--- src/hdl/tmcr_pkg.sv ---
// Shared types and constants for the text-mode cell renderer.
package tmcr_pkg;

   typedef enum logic [1:0] {
      CMD_RENDER       = 2'd0,
      CMD_FONT_LOAD    = 2'd1,
      CMD_PALETTE_LOAD = 2'd2,
      CMD_FRAME_TICK   = 2'd3
   } cmd_type;

   localparam int CSR_INDEX_W = 3;
   localparam int CSR_DATA_W  = 13;

   localparam logic [CSR_INDEX_W-1:0] CSR_UNDERLINE_LINE = 3'd0;
   localparam logic [CSR_INDEX_W-1:0] CSR_CURSOR_START   = 3'd1;
   localparam logic [CSR_INDEX_W-1:0] CSR_CURSOR_END     = 3'd2;
   localparam logic [CSR_INDEX_W-1:0] CSR_CURSOR_ENABLE  = 3'd3;
   localparam logic [CSR_INDEX_W-1:0] CSR_CURSOR_ADDRESS = 3'd4;

   localparam logic [4:0]  RST_UNDERLINE_LINE = 5'd15;
   localparam logic [4:0]  RST_CURSOR_START   = 5'd13;
   localparam logic [4:0]  RST_CURSOR_END     = 5'd14;
   localparam logic        RST_CURSOR_ENABLE  = 1'b1;
   localparam logic [12:0] RST_CURSOR_ADDRESS = 13'd0;

   // Attribute decoding
   localparam logic [7:0] ATTR_UL_MASK  = 8'h77;
   localparam logic [7:0] ATTR_UL_VALUE = 8'h01;
   localparam logic [7:0] LINE_GFX_LO   = 8'hc0;
   localparam logic [7:0] LINE_GFX_HI   = 8'hdf;

   // Standard 16-color text palette, 6-bit levels shifted up by two
   localparam logic [23:0] DEFAULT_PALETTE [16] = '{
      24'h000000, 24'h0000a8, 24'h00a800, 24'h00a8a8,
      24'ha80000, 24'ha800a8, 24'ha85400, 24'ha8a8a8,
      24'h545454, 24'h5454fc, 24'h54fc54, 24'h54fcfc,
      24'hfc5454, 24'hfc54fc, 24'hfcfc54, 24'hfcfcfc
   };

   typedef struct packed {
      cmd_type     command;
      logic [7:0]  char_code;
      logic [7:0]  attribute;
      logic [3:0]  glyph_line;
      logic [12:0] cell_address;
      logic [3:0]  palette_index;
      logic [23:0] load_data;
   } req_type;

   typedef struct packed {
      logic [23:0] pixel_color;
      logic [3:0]  dot_position;
      logic        last_dot;
   } rsp_type;

   // Per-cell render context, resolved when the transaction is accepted
   typedef struct packed {
      logic [3:0] fg_idx;
      logic [3:0] bg_idx;
      logic [3:0] cursor_idx;
      logic       cursor;
      logic       line_gfx;
   } cell_ctx_type;

   typedef struct packed {
      logic ready;
      logic busy;
   } seq_status_type;

endpackage

--- src/hdl/tmcr_palette.sv ---
// Color palette: 16 x 24-bit register file, reset to the default text palette.
module tmcr_palette
   import tmcr_pkg::*;
   (
   input  logic        clock,
   input  logic        reset,
   input  logic        wr_en,
   input  logic [3:0]  wr_idx,
   input  logic [23:0] wr_color,
   input  logic [3:0]  rd_idx,
   output logic [23:0] rd_color
   );

   logic [23:0] pal_ff [16];

   always_ff @(posedge clock) begin
      if (reset) begin
         pal_ff <= DEFAULT_PALETTE;
      end else if (wr_en) begin
         pal_ff[wr_idx] <= wr_color;
      end
   end

   assign rd_color = pal_ff[rd_idx];

endmodule

--- config.mk ---
export PLATFORM = sky130hd
export DESIGN_NAME = tmcr_palette
export DESIGN_NICKNAME = d
export VERILOG_FILES = /design/src/hdl/tmcr_pkg.sv /design/src/hdl/tmcr_palette.sv
export SDC_FILE = /design/constraint.sdc
export NUM_CORES = 1
export LEC_CHECK = 0
export ABC_AREA = 0
export BUFFER_PORTS_ARGS = -buffer_cell sky130_fd_sc_hd__buf_2
export CAP_MARGIN = 25
export CORE_UTILIZATION = 45
export CTS_BUF_LIST = sky130_fd_sc_hd__clkbuf_4 sky130_fd_sc_hd__clkbuf_8 sky130_fd_sc_hd__clkbuf_16
export DETAILED_ROUTE_END_ITERATION = 10
export GPL_TIMING_DRIVEN = 0
export PLACE_DENSITY = 0.63
export SLEW_MARGIN = 10
export SYNTH_ARGS = -nofsm -noshare
export SYNTH_HDL_FRONTEND = slang
export SYNTH_SLANG_ARGS = --single-unit
--- constraint.sdc ---
create_clock -name clock -period 2.33 [get_ports clock]
set_input_delay 0 -clock clock [delete_from_list [all_inputs] [get_ports clock]]
set_output_delay 0 -clock clock [all_outputs]
set_load 0.03 [all_outputs]
* Yosys cells after proc, flatten, opt, wreduce, memory -nomap -nowiden
Cells that the tools add are included.
** Operators by class
- Order comparisons :: 3
- Mux-type cells :: 6
- Bitwise gates (word level) :: 2
- Reductions and logical operators :: 1
** Operators with widths (number)
- 384-bit bitwise mux :: 1
- 24-bit binary-select mux with 4-bit select :: 1
- 24-bit demux with 4-bit select :: 1
- 24-bit 2-to-1 mux :: 3
- 5-bit >= comparator (second input constant) :: 2
- 4-bit inverter with 5-bit output :: 2
- 5-bit by 1-bit less-than comparator with 1-bit output (second input constant) :: 1
- 1-bit logical AND :: 1
** Word-level totals
- Bits in registers :: 384
- Input port bits :: 35
- Output and inout bits :: 24
- Logic and storage cells :: 28

* Logic depth before layout (Yosys ltp)
- Depth in word-level cells :: 6
- Mapped depth :: 7
- Gate-level depth less buffers :: 3

* Least setup slack after synthesis
No wires, ideal clock.
- Kind :: input port to output port
- Start :: input port rd_idx[1]
- End :: output port rd_color[4]
- Arrival time :: 1.304 ns
- Required time :: 2.330 ns
- Slack :: 1.026 ns
- Cell stages on the path :: 6
- Path buffers :: 3
- Path through :: buf_2 buf_4 buf_2 mux4_2 a22oi_2 nand2_1
** Between the ends
- Word-level cells in the longest chain between the ends :: 4
** RTL lines
- from (decl) :: RTL line tmcr_palette.sv:10 : input logic [3:0] rd_idx,
- 4-bit inverter with 5-bit output (implied by the code) :: RTL line tmcr_palette.sv:24 : assign rd_color = pal_ff[rd_idx];
- 24-bit binary-select mux with 4-bit select :: RTL line tmcr_palette.sv:24
- 24-bit 2-to-1 mux (implied by the code) (2 in a row) :: RTL line tmcr_palette.sv:24
- to (decl) :: RTL line tmcr_palette.sv:11 : output logic [23:0] rd_color
Every way passes these cells. The select of a mux whose other input is x is not followed.

* Final worst setup path
- Start :: input port rd_idx[1]
- End :: output port rd_color[2]
The elaborated chain is that of the path after synthesis.

==> flow_summary_export.csv <==
group,metric,value,unit
status,status,"finished with violations",
status,failed_checks,"negative setup slack",
min_path,worstHoldPathCells,5,
cells_and_area,area_growth,15.0,%
cts,clkTransAtPathRegs,0.06,ns
cells_and_area,fin_nets,2006,
run,cap_viol_max_count,0,
grt,antenna_found_initial,2,
detailed_routing,ant_nets,0,
sta,fmax,0.421,GHz
cts,insertion_delay,0.57,ns
power,p_leak,7.33,nW
synth,synthArstFlopShare,0,%
sta,finalClockSkew,0,ns
detailed_routing,drtIter0Drc,2434,
sta,whs,0.152,ns
grt,grt_overflow,0,
detailed_routing,route.met3.wl,9350,um
detailed_routing,dr.pass1.iters,8,
synth,synth_cells,1852,
synth,seq_area_frac_synth,43.7,%
sta,tightest_slew,1.17,ns
die,io_pins,59,
cells_and_area,seqCellArea,0.00769,sq mm
cells_and_area,stdcell_count,2519,
detailed_routing,drc,0,
worst_setup_path,cp_max_fo,10,
detailed_routing,wl_met1,28100,um
detailed_routing,via_per_inst,6.79,
synth,synth_area_leader_cell,"dfxtp_1",
cells_and_area,largestRegisters,"pal_ff x384",
worst_setup_path,cp-end-kind,"primary output",
synth,synthDistinctLibCells,33,
sta,relSlewSlack,21.8,%
cts,cts_tree,"built",
min_path,hp-class,"input port to register",
worst_setup_path,cp.arrival,2.38,ns
synth,synth_fp_nets,1887,
cells_and_area,fill_cells,3566,
grt,grt_pass1_vias,15792,
detailed_routing,routed_wl,74200,um
die,dieArea,0.0399,sq mm
synth,synthMostInstantiatedCell,"dfxtp_1",
synth,synth_common_cells,"dfxtp_1 (384), nand3_1 (242), a21oi_1 (240), o21ai_0 (237), and3_1 (145)",
sta,period_share,102,%
placement,hpwlAfterDp,52900,um
worst_setup_path,crit_type,"input port to primary output",
sta,setup_ws,-0.0459,ns
synth,synthesis.area,0.0176,sq mm
detailed_routing,dr_wl_met2,31600,um
sta,hold_viol,0,
synth,synth-edff-count,0,
die,rows,72,
cts,h-tree-depth,2,
cells_and_area,num_antenna_cells,0,
power,vdd_drop_max,0.000567,V
worst_setup_path,rr_worst_depth,2,
sta,setup_violations,2,
grt,grt_max_degree,14,
synth,synth_warnings,0,
power,p_per_area,762,mW/mm^2
cells_and_area,largest_register,"pal_ff",
cts,cts_inserted_buffers,43,
detailed_routing,vias,17092,
detailed_routing,post_drt_wl_per_cell,29.4,um
cts,cts.sinks,384,
detailed_routing,top_layer_used,"met4",
sta,rsz0062_at_grt,"false",
cells_and_area,largest_reg_flops,384,
die,core-area,0.0386,sq mm
cells_and_area,fin_util,52.4,%
cells_and_area,drive_gt1_share,17.4,%
placement,globalplace.congestion,1.15,
cells_and_area,multi_input_area,0.00874,sq mm
synth,synth.avg_cell_area,9.51,sq um
cts,clockBufferDepth,3,
sta,report.final.slew_viol_count,0,
worst_setup_path,start_kind,"input port",
sta,tns,-0.0846,ns
synth,synth_top_flop_cell,"dfxtp_1",
die,die_y,200,um
grt,grt_usage,37.4,%
cts,clockRootBuffer,"clkbuf_16",
grt,grt_pass1_wl,107000,um
synth,ys_seq_elements,384,
sta,period_needed,2.38,ns
die,die_w,200,um
placement,port_buffers,49,
synth,synth_top_area_share,43.7,%
die,start_util,45.6,%
placement,dpl.cell_count,2420,
synth,synth_area_leaders,"dfxtp_1 (44%), mux4_2 (12%), a211o_1 (7.2%)",
worst_setup_path,critPathRequiredTime,2.33,ns
where the power goes:
| part | internal [mW] | leakage, nW | switching, mW |
|---|---|---|---|
| Clock | 4.14 | 0.728 | 2.88 |
| Sequential | 6.67 | 3.11 | 0.0635 |
| Combinational | 0.462 | 3.49 | 1.21 |
| Total | 11.3 | 7.33 | 4.16 |
cells by family after synthesis:
family | share of synthesized area [%]
compound gates | 22.9
simple gates | 14.1
flops | 43.7
buf+inv | 6.99
mux | 12.3
placed cells by master (no fill, tap or decap), types with 6 or more instances in the layout:
| cell | synthesis | final |
|---|---|---|
| o21ai_0 | 237 | 237 |
| a21oi_1 | 240 | 240 |
| buf_2 | 51 | 100 |
| nand2_1 | 32 | 32 |
| clkbuf_16 | 0 | 44 |
| buf_4 | 43 | 43 |
| dfxtp_1 | 384 | 384 |
| a211o_1 | 144 | 144 |
| a22oi_1 | 45 | 35 |
| and3_1 | 145 | 145 |
| a22oi_2 | 3 | 13 |
| dlygate4sd3_1 | 0 | 24 |
| clkbuf_4 | 0 | 11 |
| clkbuf_8 | 0 | 10 |
| clkbuf_1 | 144 | 144 |
| nand3_1 | 242 | 242 |
| mux4_2 | 96 | 96 |
| nand2_2 | 6 | 6 |
routing by layer:
| metal | global-route usage [%] | up-vias |
|---|---|---|
| li1 | - | 7187 |
| met1 | 49.4 | 8503 |
| met2 | 54.7 | 1177 |
| met3 | 8.94 | 225 |
| met4 | 24.0 | 0 |
| met5 | 0 | - |
per-stage QoR:
stage	power (mW)	worst slack [ns]	cell area, sq um
global placement	8.42	-0.0445	18500
floorplan	7.77	1.03	17600
CTS	15.3	0.00569	20200
detailed placement	8.44	-0.0265	18500
global route	15.7	0.0425	20200
finish	15.4	-0.0459	20200
layout make-up:
cell class                 instances  area share (%)
tap                              518            3.20
buffer                           249            6.08
timing repair buffer              74            2.45
multi-input combinational       1219            43.2
clock buffer                      65            6.53
sequential                       384            38.0
clock inverter                    10           0.587
worst paths after layout:
path / startpoint / to / slack [ns]
max reg2reg: pal_ff[183] / pal_ff[183] / 1.59
max: rd_idx[1] / rd_color[2] / -0.05
min: wr_idx[3] / pal_ff[167] / 0.15
min reg2reg: pal_ff[30] / pal_ff[30] / 0.45
worst max-delay path, cell delays in order:
cell and delay [ns]:
buf_2 0.20, buf_2 0.38, buf_2 0.47, mux4_2 0.41, a22oi_1 0.47, nand2_1 0.20, buf_2 0.22
what timing repair did:
action	CTS	global route
setup endpoints to repair	2	8
gates resized for setup	2	8
buffers inserted	0	0
hold buffers	24	0
pin swaps	0	0
endpoints found under the hold margin	144	0
Note: power is estimated with default switching activity, not from simulation.
