$ cat src/hdl/tmcr_pkg.sv
// Shared types and constants for the text-mode cell renderer.
package tmcr_pkg;

   typedef enum logic [1:0] {
      CMD_RENDER       = 2'd0,
      CMD_FONT_LOAD    = 2'd1,
      CMD_PALETTE_LOAD = 2'd2,
      CMD_FRAME_TICK   = 2'd3
   } cmd_type;

   localparam int CSR_INDEX_W = 3;
   localparam int CSR_DATA_W  = 13;

   localparam logic [CSR_INDEX_W-1:0] CSR_UNDERLINE_LINE = 3'd0;
   localparam logic [CSR_INDEX_W-1:0] CSR_CURSOR_START   = 3'd1;
   localparam logic [CSR_INDEX_W-1:0] CSR_CURSOR_END     = 3'd2;
   localparam logic [CSR_INDEX_W-1:0] CSR_CURSOR_ENABLE  = 3'd3;
   localparam logic [CSR_INDEX_W-1:0] CSR_CURSOR_ADDRESS = 3'd4;

   localparam logic [4:0]  RST_UNDERLINE_LINE = 5'd15;
   localparam logic [4:0]  RST_CURSOR_START   = 5'd13;
   localparam logic [4:0]  RST_CURSOR_END     = 5'd14;
   localparam logic        RST_CURSOR_ENABLE  = 1'b1;
   localparam logic [12:0] RST_CURSOR_ADDRESS = 13'd0;

   // Attribute decoding
   localparam logic [7:0] ATTR_UL_MASK  = 8'h77;
   localparam logic [7:0] ATTR_UL_VALUE = 8'h01;
   localparam logic [7:0] LINE_GFX_LO   = 8'hc0;
   localparam logic [7:0] LINE_GFX_HI   = 8'hdf;

   // Standard 16-color text palette, 6-bit levels shifted up by two
   localparam logic [23:0] DEFAULT_PALETTE [16] = '{
      24'h000000, 24'h0000a8, 24'h00a800, 24'h00a8a8,
      24'ha80000, 24'ha800a8, 24'ha85400, 24'ha8a8a8,
      24'h545454, 24'h5454fc, 24'h54fc54, 24'h54fcfc,
      24'hfc5454, 24'hfc54fc, 24'hfcfc54, 24'hfcfcfc
   };

   typedef struct packed {
      cmd_type     command;
      logic [7:0]  char_code;
      logic [7:0]  attribute;
      logic [3:0]  glyph_line;
      logic [12:0] cell_address;
      logic [3:0]  palette_index;
      logic [23:0] load_data;
   } req_type;

   typedef struct packed {
      logic [23:0] pixel_color;
      logic [3:0]  dot_position;
      logic        last_dot;
   } rsp_type;

   // Per-cell render context, resolved when the transaction is accepted
   typedef struct packed {
      logic [3:0] fg_idx;
      logic [3:0] bg_idx;
      logic [3:0] cursor_idx;
      logic       cursor;
      logic       line_gfx;
   } cell_ctx_type;

   typedef struct packed {
      logic ready;
      logic busy;
   } seq_status_type;

endpackage

$ cat src/hdl/tmcr_dot_seq.sv
// Dot sequencer: pending cell slot, dot emitter and output register.
module tmcr_dot_seq
   import tmcr_pkg::*;
   #(parameter int DOTS_PER_CELL = 9)
   (
   input  logic           clock,
   input  logic           reset,
   input  logic           cell_valid,
   input  cell_ctx_type   cell_ctx,
   input  logic [7:0]     font_row,
   output seq_status_type status,
   output logic [3:0]     pal_idx,
   input  logic [23:0]    pal_color,
   output logic           rsp_valid,
   input  logic           rsp_ready,
   output rsp_type        rsp_data
   );

   localparam logic [3:0] LAST_DOT = 4'(DOTS_PER_CELL - 1);

   logic         p_valid_ff, p_valid_in;
   cell_ctx_type p_ctx_ff, p_ctx_in;
   logic         e_valid_ff, e_valid_in;
   cell_ctx_type e_ctx_ff, e_ctx_in;
   logic [7:0]   e_row_ff, e_row_in;
   logic [3:0]   dot_ff, dot_in;
   logic         rsp_valid_ff, rsp_valid_in;
   rsp_type      rsp_ff, rsp_in;

   logic out_free, e_fire, e_last, e_free, p_move, dot_on, ninth;

   assign out_free = !rsp_valid_ff || rsp_ready;
   assign e_fire   = e_valid_ff && out_free;
   assign e_last   = (dot_ff == LAST_DOT);
   assign e_free   = !e_valid_ff || (e_fire && e_last);
   assign p_move   = p_valid_ff && e_free;

   assign status.ready = !p_valid_ff || p_move;
   assign status.busy  = p_valid_ff || e_valid_ff;

   // dots 0..7 come from row bits 7..0; the ninth dot extends line graphics
   assign ninth  = dot_ff[3];
   assign dot_on = ninth ? (e_row_ff[0] && e_ctx_ff.line_gfx) : e_row_ff[~dot_ff[2:0]];

   always_comb begin
      if (e_ctx_ff.cursor && !ninth) begin
         pal_idx = e_ctx_ff.cursor_idx;
      end else if (dot_on) begin
         pal_idx = e_ctx_ff.fg_idx;
      end else begin
         pal_idx = e_ctx_ff.bg_idx;
      end
   end

   always_comb begin
      p_valid_in = p_valid_ff;
      p_ctx_in   = p_ctx_ff;
      if (cell_valid) begin
         p_valid_in = 1'b1;
         p_ctx_in   = cell_ctx;
      end else if (p_move) begin
         p_valid_in = 1'b0;
      end
   end

   always_comb begin
      e_valid_in = e_valid_ff;
      e_ctx_in   = e_ctx_ff;
      e_row_in   = e_row_ff;
      dot_in     = dot_ff;
      if (p_move) begin
         e_valid_in = 1'b1;
         e_ctx_in   = p_ctx_ff;
         e_row_in   = font_row;
         dot_in     = 4'd0;
      end else if (e_fire) begin
         if (e_last) begin
            e_valid_in = 1'b0;
         end else begin
            dot_in = dot_ff + 4'd1;
         end
      end
   end

   always_comb begin
      rsp_valid_in = rsp_valid_ff;
      rsp_in       = rsp_ff;
      if (e_fire) begin
         rsp_valid_in        = 1'b1;
         rsp_in.pixel_color  = pal_color;
         rsp_in.dot_position = dot_ff;
         rsp_in.last_dot     = e_last;
      end else if (rsp_ready) begin
         rsp_valid_in = 1'b0;
      end
   end

   always_ff @(posedge clock) begin
      if (reset) begin
         p_valid_ff   <= 1'b0;
         e_valid_ff   <= 1'b0;
         dot_ff       <= 4'd0;
         rsp_valid_ff <= 1'b0;
      end else begin
         p_valid_ff   <= p_valid_in;
         e_valid_ff   <= e_valid_in;
         dot_ff       <= dot_in;
         rsp_valid_ff <= rsp_valid_in;
      end
   end

   always_ff @(posedge clock) begin
      p_ctx_ff <= p_ctx_in;
      e_ctx_ff <= e_ctx_in;
      e_row_ff <= e_row_in;
      rsp_ff   <= rsp_in;
   end

   assign rsp_valid = rsp_valid_ff;
   assign rsp_data  = rsp_ff;

   a_cell_only_when_ready: assert property (@(posedge clock) disable iff (reset)
      cell_valid |-> status.ready)
      else $error("cell loaded while pending slot full");

   a_move_starts_at_dot0: assert property (@(posedge clock) disable iff (reset)
      p_move |=> e_valid_ff && dot_ff == 4'd0)
      else $error("new cell did not start at dot 0");

   a_dot_in_range: assert property (@(posedge clock) disable iff (reset)
      e_valid_ff |-> dot_ff <= LAST_DOT)
      else $error("dot counter ran past the cell");

   a_last_closes_cell: assert property (@(posedge clock) disable iff (reset)
      e_fire && e_last |=> !e_valid_ff || dot_ff == 4'd0)
      else $error("emitter continued past last dot");

endmodule

$ cat config.mk
export PLATFORM = sky130hd
export DESIGN_NAME = tmcr_dot_seq
export DESIGN_NICKNAME = d
export VERILOG_FILES = /design/src/hdl/tmcr_pkg.sv /design/src/hdl/tmcr_dot_seq.sv
export SDC_FILE = /design/constraint.sdc
export NUM_CORES = 1
export LEC_CHECK = 0
export ABC_AREA = 1
export BUFFER_PORTS_ARGS = -buffer_cell sky130_fd_sc_hd__buf_2
export CORE_MARGIN = 5
export CORE_UTILIZATION = 53
export CTS_CLUSTER_DIAMETER = 60
export DETAILED_ROUTE_END_ITERATION = 10
export PLACE_DENSITY = 0.81
export RECOVER_POWER = 100
export SLEW_MARGIN = 40
export SYNTH_ARGS = -nofsm -noshare
export SYNTH_HDL_FRONTEND = slang
export SYNTH_SLANG_ARGS = --single-unit
export TNS_END_PERCENT = 50
$ cat constraint.sdc
create_clock -name clock -period 3.2 [get_ports clock]
set_input_delay 0.64 -clock clock [delete_from_list [all_inputs] [get_ports clock]]
set_output_delay 0.64 -clock clock [all_outputs]
set_load 0.02 [all_outputs]
Word level (Yosys, flattened, before mapping)
Index checks and enable logic that the tools add are counted.

storage, ports and cells
  bits in registers = 72
  output and inout bits = 36
  bits of input ports = 50
  word-level logic and storage cells = 55

cells by class
  add/sub/neg operators = 1
  order comparisons = 1
  bitwise operators = 2
  multiplexer cells = 12
  equality and inequality tests = 1
  reduce and logical (&&, ||, !) cells = 20

operators with widths
  operator                                             count
  two-way mux 1 bit                                    9
  two-way mux 4 bit                                    2
  nonzero test 2 bit                                   4
  logical AND 1 bit                                    5
  adder 4 x 1 -> 4 bit (second input constant)         1
  == test 4 bit (second input constant)                1
  logical NOT 1 bit                                    4
  logical OR 1 bit                                     4
  < comparator 3 x 4 -> 1 bit (second input constant)  1
  AND reduction 2 bit                                  2
  binary-select mux 1 bit (select 3 bit)               1
  NOT 3 bit                                            1
  OR reduction 2 bit                                   1
  NOT 1 bit                                            1

Logic depth before layout (Yosys ltp)
Gate-level depths: netlist of run 1.

  word-level depth = 8
  mapped depth = 10
  mapped depth without buffers = 10

Worst setup path before layout of run 1
Ideal clock, no wire load.

  path type = input -> register
  from = input port rsp_ready
  to = register dot_ff[3]
  cell stages on the path = 7
  arrival time = 1.954 ns
  setup slack = 1.124 ns
  path buffers = 0
  data required time = 3.078 ns
  cells stage by stage = inv_1 -> nand2_1 -> nand2_1 -> inv_1 -> nand2_1 -> o21ai_0 -> a21oi_2

between the ends
  word-level cells in the longest chain between the ends = 6
  elaborated cells on any way between the ends = 7

RTL lines
  what                          line                 source
  start: declaration            tmcr_dot_seq.sv:15   input logic rsp_ready,
  logical OR 1 bit (*)          tmcr_dot_seq.sv:32   assign out_free = !rsp_valid_ff || rsp_ready;
  logical AND 1 bit (*)         tmcr_dot_seq.sv:33   assign e_fire = e_valid_ff && out_free;
  net e_fire                    tmcr_dot_seq.sv:30   logic out_free, e_fire, e_last, e_free, p_move, dot_on, ninth;
  logical AND 1 bit             tmcr_dot_seq.sv:35   assign e_free = !e_valid_ff || (e_fire && e_last);
  logical OR 1 bit              tmcr_dot_seq.sv:35
  logical AND 1 bit             tmcr_dot_seq.sv:36   assign p_move = p_valid_ff && e_free;
  OR reduction 2 bit (no line)  -
  end signal: assignment        tmcr_dot_seq.sv:107  dot_ff <= dot_in;
  end: declaration              tmcr_dot_seq.sv:26   logic [3:0] dot_ff, dot_in;

Mark *: on every way through the listed nets, which the timed path passes. The rest lies on a longest branch.
A chain may end at the register's enable or synchronous reset.

==> impl_metrics.env, run 1 <==
export IMPL_outcome="finished clean"
export IMPL_critPathRequiredTime_ps=2560
export IMPL_synth_area_um2=2570
export IMPL_antenna_left=0
export IMPL_cp_arrival_ps=2070
export IMPL_fmax_mhz=369.4
export IMPL_p_total_w=0.001808
export IMPL_synth_top_area_share_pct=75.95
export IMPL_async_flop_share_pct=0
export IMPL_cts_setup_buffers=0
export IMPL_drt_wirelength_per_cell_um=12.77
export IMPL_antenna_cells=0
export IMPL_fin_cells=335
export IMPL_rows=25
export IMPL_ioPinCount=86
export IMPL_root_buffer="clkbuf_8"
export IMPL_fp_dieW_um=79.64
export IMPL_clock_sinks=72
export IMPL_synth_edf_count=65
export IMPL_yosysTopAreaCell="edfxtp_1"
export IMPL_gp_congestion=0.8503
export IMPL_slowest_stage="dfxtp_1"
export IMPL_cts_buffers=9
export IMPL_synth_seq_cells=72
export IMPL_drcViolationCount=0
export IMPL_fin_skew_ps=6.158
export IMPL_synth_most_common_cell="edfxtp_1"
export IMPL_fin_crit_sh_pct=84.60
export IMPL_dieArea_um2=6342
export IMPL_ys_seq_area_share_pct=81.40
export IMPL_nets=315
export IMPL_fin_crit_ps=2707
export IMPL_critPathKind="reg -> out"
export IMPL_ctsResizeCount=0
export IMPL_start_util_pct=54.41
export IMPL_vias_per_cell=4.561
export IMPL_cts_max_level=3
export IMPL_gr_total_overflow=0
export IMPL_drive_above_1_share_pct=27.61
export IMPL_fp_dieH_um=79.64
export IMPL_leakagePower_nw=1.276
export IMPL_dp_cells=319
export IMPL_dp_hpwl_mm=3.223
export IMPL_cts_path_max_buffers=2
export IMPL_synthCells=166
export IMPL_setup_viol=0
export IMPL_crit_family="simple AND/OR/NAND/NOR gates"
export IMPL_grt_pass1_vias=1557
export IMPL_io_buffers=85
export IMPL_cts_tree="built"
export IMPL_final_util_pct=66.99
export IMPL_tns_ps=0
export IMPL_relSlewSlack_pct=46.75
export IMPL_syn2layout_area_growth_pct=23.13
export IMPL_final_seq_area_um2=2092
export IMPL_slowest_delay_ps=490
export IMPL_grt_max_degree=34
export IMPL_final_max_slew_violation_count=0
export IMPL_crit_path_cell_trace="inv_1, ha_1, nand3_1, o21ai_0, or2_2, buf_2"
export IMPL_track_usage_pct=14.48
export IMPL_multiInputGateArea_um2=341.6
export IMPL_worstSkewPairLatency_ps=320
export IMPL_irDropWorstVdd_uv=386.4
export IMPL_ys_top_cells_by_count="edfxtp_1 (65), nand2_1 (31), inv_1 (23), nand3_1 (15), dfxtp_1 (7)"
export IMPL_ys_top_cells_by_area="edfxtp_1 (76%), dfxtp_1 (5.5%), nand2_1 (4.5%)"
export IMPL_cp_start_kind="register"
export IMPL_core_area_um2=4723
export IMPL_worstMarginPinSlew_ps=797.9
export IMPL_powerDensity_nw_per_um2=571.4
export IMPL_synth_cell_type_count=19
export IMPL_drt_pass1_iterations=4
export IMPL_maxCapViolCount=0
export IMPL_hold_buffers=0
export IMPL_clk_pin_slew_worst_paths_ps=70
export IMPL_crit_fanout=9
export IMPL_fillers=363
export IMPL_crit_buf_inv=2
export IMPL_ys_warn_count=0
export IMPL_grt_pass1_wl_mm=6.741
export IMPL_hold_viol=0
export IMPL_drt_iter0_markers=80
export IMPL_rsz0062_at_grt="no"
export IMPL_endpoint_kind="primary output"
export IMPL_synth_nets=218
export IMPL_via_count=1528
export IMPL_min_path_type="reg -> reg"
export IMPL_grt_antenna_before_repair=0
export IMPL_drt_wl_total_mm=4.277
export IMPL_synth_main_ff_cell="edfxtp_1"
export IMPL_syn_avg_cell_area_um2=15.48
[power breakdown]
group	total [W]	leakage, nW	internal (W)	switching, W
logic	0.000143	0.524	0.0000465	0.0000961
clock network	0.000563	0.0801	0.000278	0.000285
registers	0.00110	0.672	0.00109	0.0000152
[stage by stage]
stage	setup slack [ps]	hold slack (ps)	instance area (um^2)
2_1_floorplan	1124	400.3	2570
3_5_place_dp	1057	404.5	3087
6_report	492.8	416.4	3164
3_3_place_gp	1111	400.9	3087
5_1_grt	306.4	422.7	3164
4_1_cts	691.2	417.4	3244
[area by class of cell]
class / instances / share of cell area (%)
Inverter: 26 / 3.084
Tap cell: 67 / 2.649
Multi-Input combinational cell: 68 / 10.79
Clock inverter: 4 / 0.7117
Clock buffer: 12 / 4.270
Sequential cell: 72 / 66.11
Timing Repair Buffer: 86 / 12.38
[metal layers]
metal / wire length, um / global-route usage, % / share of wire, % / up-vias
met5: 0 / 0 / 0 / -
li1: - / - / - / 764
met1: 1677 / 15.41 / 39 / 679
met4: 92 / 8.763 / 2.2 / 0
met3: 470 / 5.643 / 11 / 10
met2: 2036 / 24.12 / 48 / 75
[sequential cells by signal, summed over array words and instances (netlist names)]
name	flops
rsp_data	29
rsp_valid	1
p_ctx_ff	14
p_valid_ff	1
e_valid_ff	1
e_ctx_ff	14
e_row_ff	8
dot_ff	4
[cell usage in the layout (no fill, tap or decap)]
cell / count
nand2_2: 1
or2_2: 1
inv_2: 1
xor2_1: 1
o21ai_0: 2
clkbuf_1: 36
dfxtp_1: 7
nand2_1: 32
or2_0: 1
a21oi_2: 3
ha_1: 2
edfxtp_1: 65
buf_4: 1
nand3_2: 1
clkinvlp_4: 1
nand3_1: 18
clkbuf_8: 9
a21oi_1: 3
buf_2: 52
nor2_1: 2
clkinv_2: 3
nor3_2: 1
inv_1: 25
[final timing paths]
| check | from | to | slack (ps) | depth (start not counted) |
|---|---|---|---|---|
| worst max register to register | dot_ff[0] | dot_ff[2] | 680 | 8 |
| worst min register to register | p_ctx_ff[3] | e_ctx_ff[3] | 420 | 0 |
| worst min-delay path | p_ctx_ff[3] | e_ctx_ff[3] | 420 | 0 |
| worst max-delay path | dot_ff[0] | status[1] | 490 | 6 |
[kinds of logic after synthesis]
kind of cell | after synthesis | synth area share (%)
flip-flops | 72 | 81.40
adder cells (fa/ha/maj) | 2 | 0.9736
AO/OA/AOI/OAI | 8 | 2.142
XOR/XNOR | 1 | 0.3409
buffers and inverters | 26 | 3.797
AND/OR/NAND/NOR | 57 | 11.34
(Power assumes the default switching activity.)
==> inputs of run 2 (changes only) <==
- CORE_UTILIZATION: 53 -> 44
- PLACE_DENSITY: 0.81 -> 0.72
- clock period: 3.2 -> 2.25 ns (I/O delays scaled with it)
==> impl_metrics.env, run 2 (same netlist as run 1, synthesis figures left out) <==
export IMPL_grt_pass1_wl_mm=7.107
export IMPL_fin_skew_ps=9.734
export IMPL_cp_arrival_ps=1690
export IMPL_crit_path_cell_trace="inv_1, ha_1, nand3_4, o21ai_2, or2_2, clkbuf_2"
export IMPL_track_usage_pct=12.68
export IMPL_hold_path_end="rsp_data[15]"
export IMPL_ioPinCount=86
export IMPL_core_area_um2=5608
export IMPL_gp_congestion=0.7650
export IMPL_rows=27
export IMPL_cp_start_kind="register"
export IMPL_worstSkewPairLatency_ps=330
export IMPL_rrSetupSlack_ps=260
export IMPL_cts_max_level=3
export IMPL_leakagePower_nw=1.286
export IMPL_outcome="finished clean"
export IMPL_clock_sinks=72
export IMPL_fin_crit_sh_pct=94.98
export IMPL_fin_crit_ps=2137
export IMPL_clk_pin_slew_worst_paths_ps=70
export IMPL_drt_wirelength_per_cell_um=12.94
export IMPL_antenna_left=0
export IMPL_reg2reg_from="dot_ff[0]"
export IMPL_cts_tree="built"
export IMPL_root_buffer="clkbuf_8"
export IMPL_hold_buffers=0
export IMPL_grt_max_degree=24
export IMPL_dp_hpwl_mm=3.322
export IMPL_grt_antenna_before_repair=0
export IMPL_tns_ps=0
export IMPL_maxCapViolCount=0
export IMPL_fp_dieH_um=86.43
export IMPL_final_common_cell="edfxtp_1"
export IMPL_setup_viol=0
export IMPL_io_buffers=85
export IMPL_drt_iter0_markers=64
export IMPL_critPathKind="reg -> out"
export IMPL_dieArea_um2=7469
export IMPL_cts_path_max_buffers=2
export IMPL_pre_cts_ws_ps=304.4
export IMPL_hold_path_depth=1
export IMPL_slowest_delay_ps=390
export IMPL_drt_pass1_iterations=4
export IMPL_cts_buffers=9
export IMPL_grt_pass1_vias=1527
export IMPL_worst_slack_ps=112.9
export IMPL_relSlewSlack_pct=48.78
export IMPL_drt_wl_total_mm=4.413
export IMPL_min_path_type="in -> reg"
export IMPL_critPathRequiredTime_ps=1800
export IMPL_reg2reg_to="dot_ff[2]"
export IMPL_final_max_slew_violation_count=0
export IMPL_reg2regPathDepth=8
export IMPL_powerDensity_nw_per_um2=808.7
export IMPL_fmax_mhz=467.9
export IMPL_crit_fanout=7
export IMPL_antenna_cells=0
export IMPL_worstMarginPinSlew_ps=768.3
export IMPL_via_count=1531
export IMPL_gr_total_overflow=0
export IMPL_min_from="pal_color[10]"
export IMPL_holdWs_ps=286.9
export IMPL_endpoint_kind="primary output"
export IMPL_start_util_pct=45.83
export IMPL_syn2layout_area_growth_pct=24.88
export IMPL_p_total_w=0.002595
export IMPL_slowest_stage="dfxtp_2"
export IMPL_nets=316
export IMPL_irDropWorstVdd_uv=534.1
export IMPL_vias_per_cell=4.490
export IMPL_largest_reg_flops=29
export IMPL_fp_dieW_um=86.43
export IMPL_drcViolationCount=0
export IMPL_hold_viol=0
export IMPL_drive_above_1_share_pct=30.86
export IMPL_rsz0062_at_grt="no"
export IMPL_final_cell_mix="edfxtp_1 (65), buf_2 (48), clkbuf_1 (36)"
[run 2: cell types whose count changed in the layout (fill, tap and decap cells not counted), moves of 2 or more]
cell      before  now
buf_2         52   48
clkbuf_2       0    6
dfxtp_1        7    5
inv_1         25   23
inv_2          1    3
nand3_1       18   15
nand3_4        0    2
[run 2: power by group]
| group | switching [W] | total [W] | internal, W |
|---|---|---|---|
| combinational | 0.000139 | 0.000208 | 0.0000683 |
| sequential | 0.0000222 | 0.00157 | 0.00155 |
| clock | 0.000424 | 0.000819 | 0.000395 |
| total | 0.000586 | 0.00260 | 0.00201 |
[run 2: layer usage]
layer / routed length [um] / global-route usage [%] / vias to the layer above
met5: 0 / 0 / -
met4: 106 / 7.790 / 0
met3: 192 / 3.422 / 11
met2: 2376 / 21.56 / 48
met1: 1738 / 14.09 / 702
li1: - / - / 770
[run 2: final cells by class]
class / count / area (um^2)
Tap cell: 72 / 90.09
Timing Repair Buffer: 87 / 394.1
Clock buffer: 12 / 135.1
Inverter: 26 / 97.59
Sequential cell: 72 / 2097
Fill cell: 503 / 2399
Multi-Input combinational cell: 68 / 372.9
Clock inverter: 4 / 22.52
[run 2: metrics by stage]
step / area [um^2] / utilization, % / instances
5_1_grt: 3209 / 57.23 / 341
3_3_place_gp: 3100 / 55.29 / 325
3_5_place_dp: 3100 / 55.29 / 325
2_1_floorplan: 2570 / - / 166
4_1_cts: 3259 / 58.12 / 341
6_report: 3209 / 57.23 / 341
[run 2: worst max-delay path by stage]
stage	slack, ps	from	to	cells after the start
finish	110	dot_ff[1]	status[1]	6
global route	10	dot_ff[1]	status[1]	6
CTS	0.8	dot_ff[1]	status[1]	6
detailed placement	300	dot_ff[0]	status[1]	6
global placement	360	dot_ff[0]	status[1]	6
floorplan	360	rsp_ready	dot_ff[3]	7
[run 2: worst max-delay path: cells and delay by family, from the launching register on]
family                   cells  cell delay [ps]
adder cells (fa/ha/maj)      1              210
flip-flops                   1              390
AND/OR/NAND/NOR              2              410
AO/OA/AOI/OAI                1               90
buffers and inverters        2              260
[run 2: what timing repair did]
item,4_1_cts,5_1_grt
endpoints found under the setup margin,1,5
setup buffers,0,0
gates cloned,0,0
hold endpoints to repair,0,0
gates resized for setup,1,2
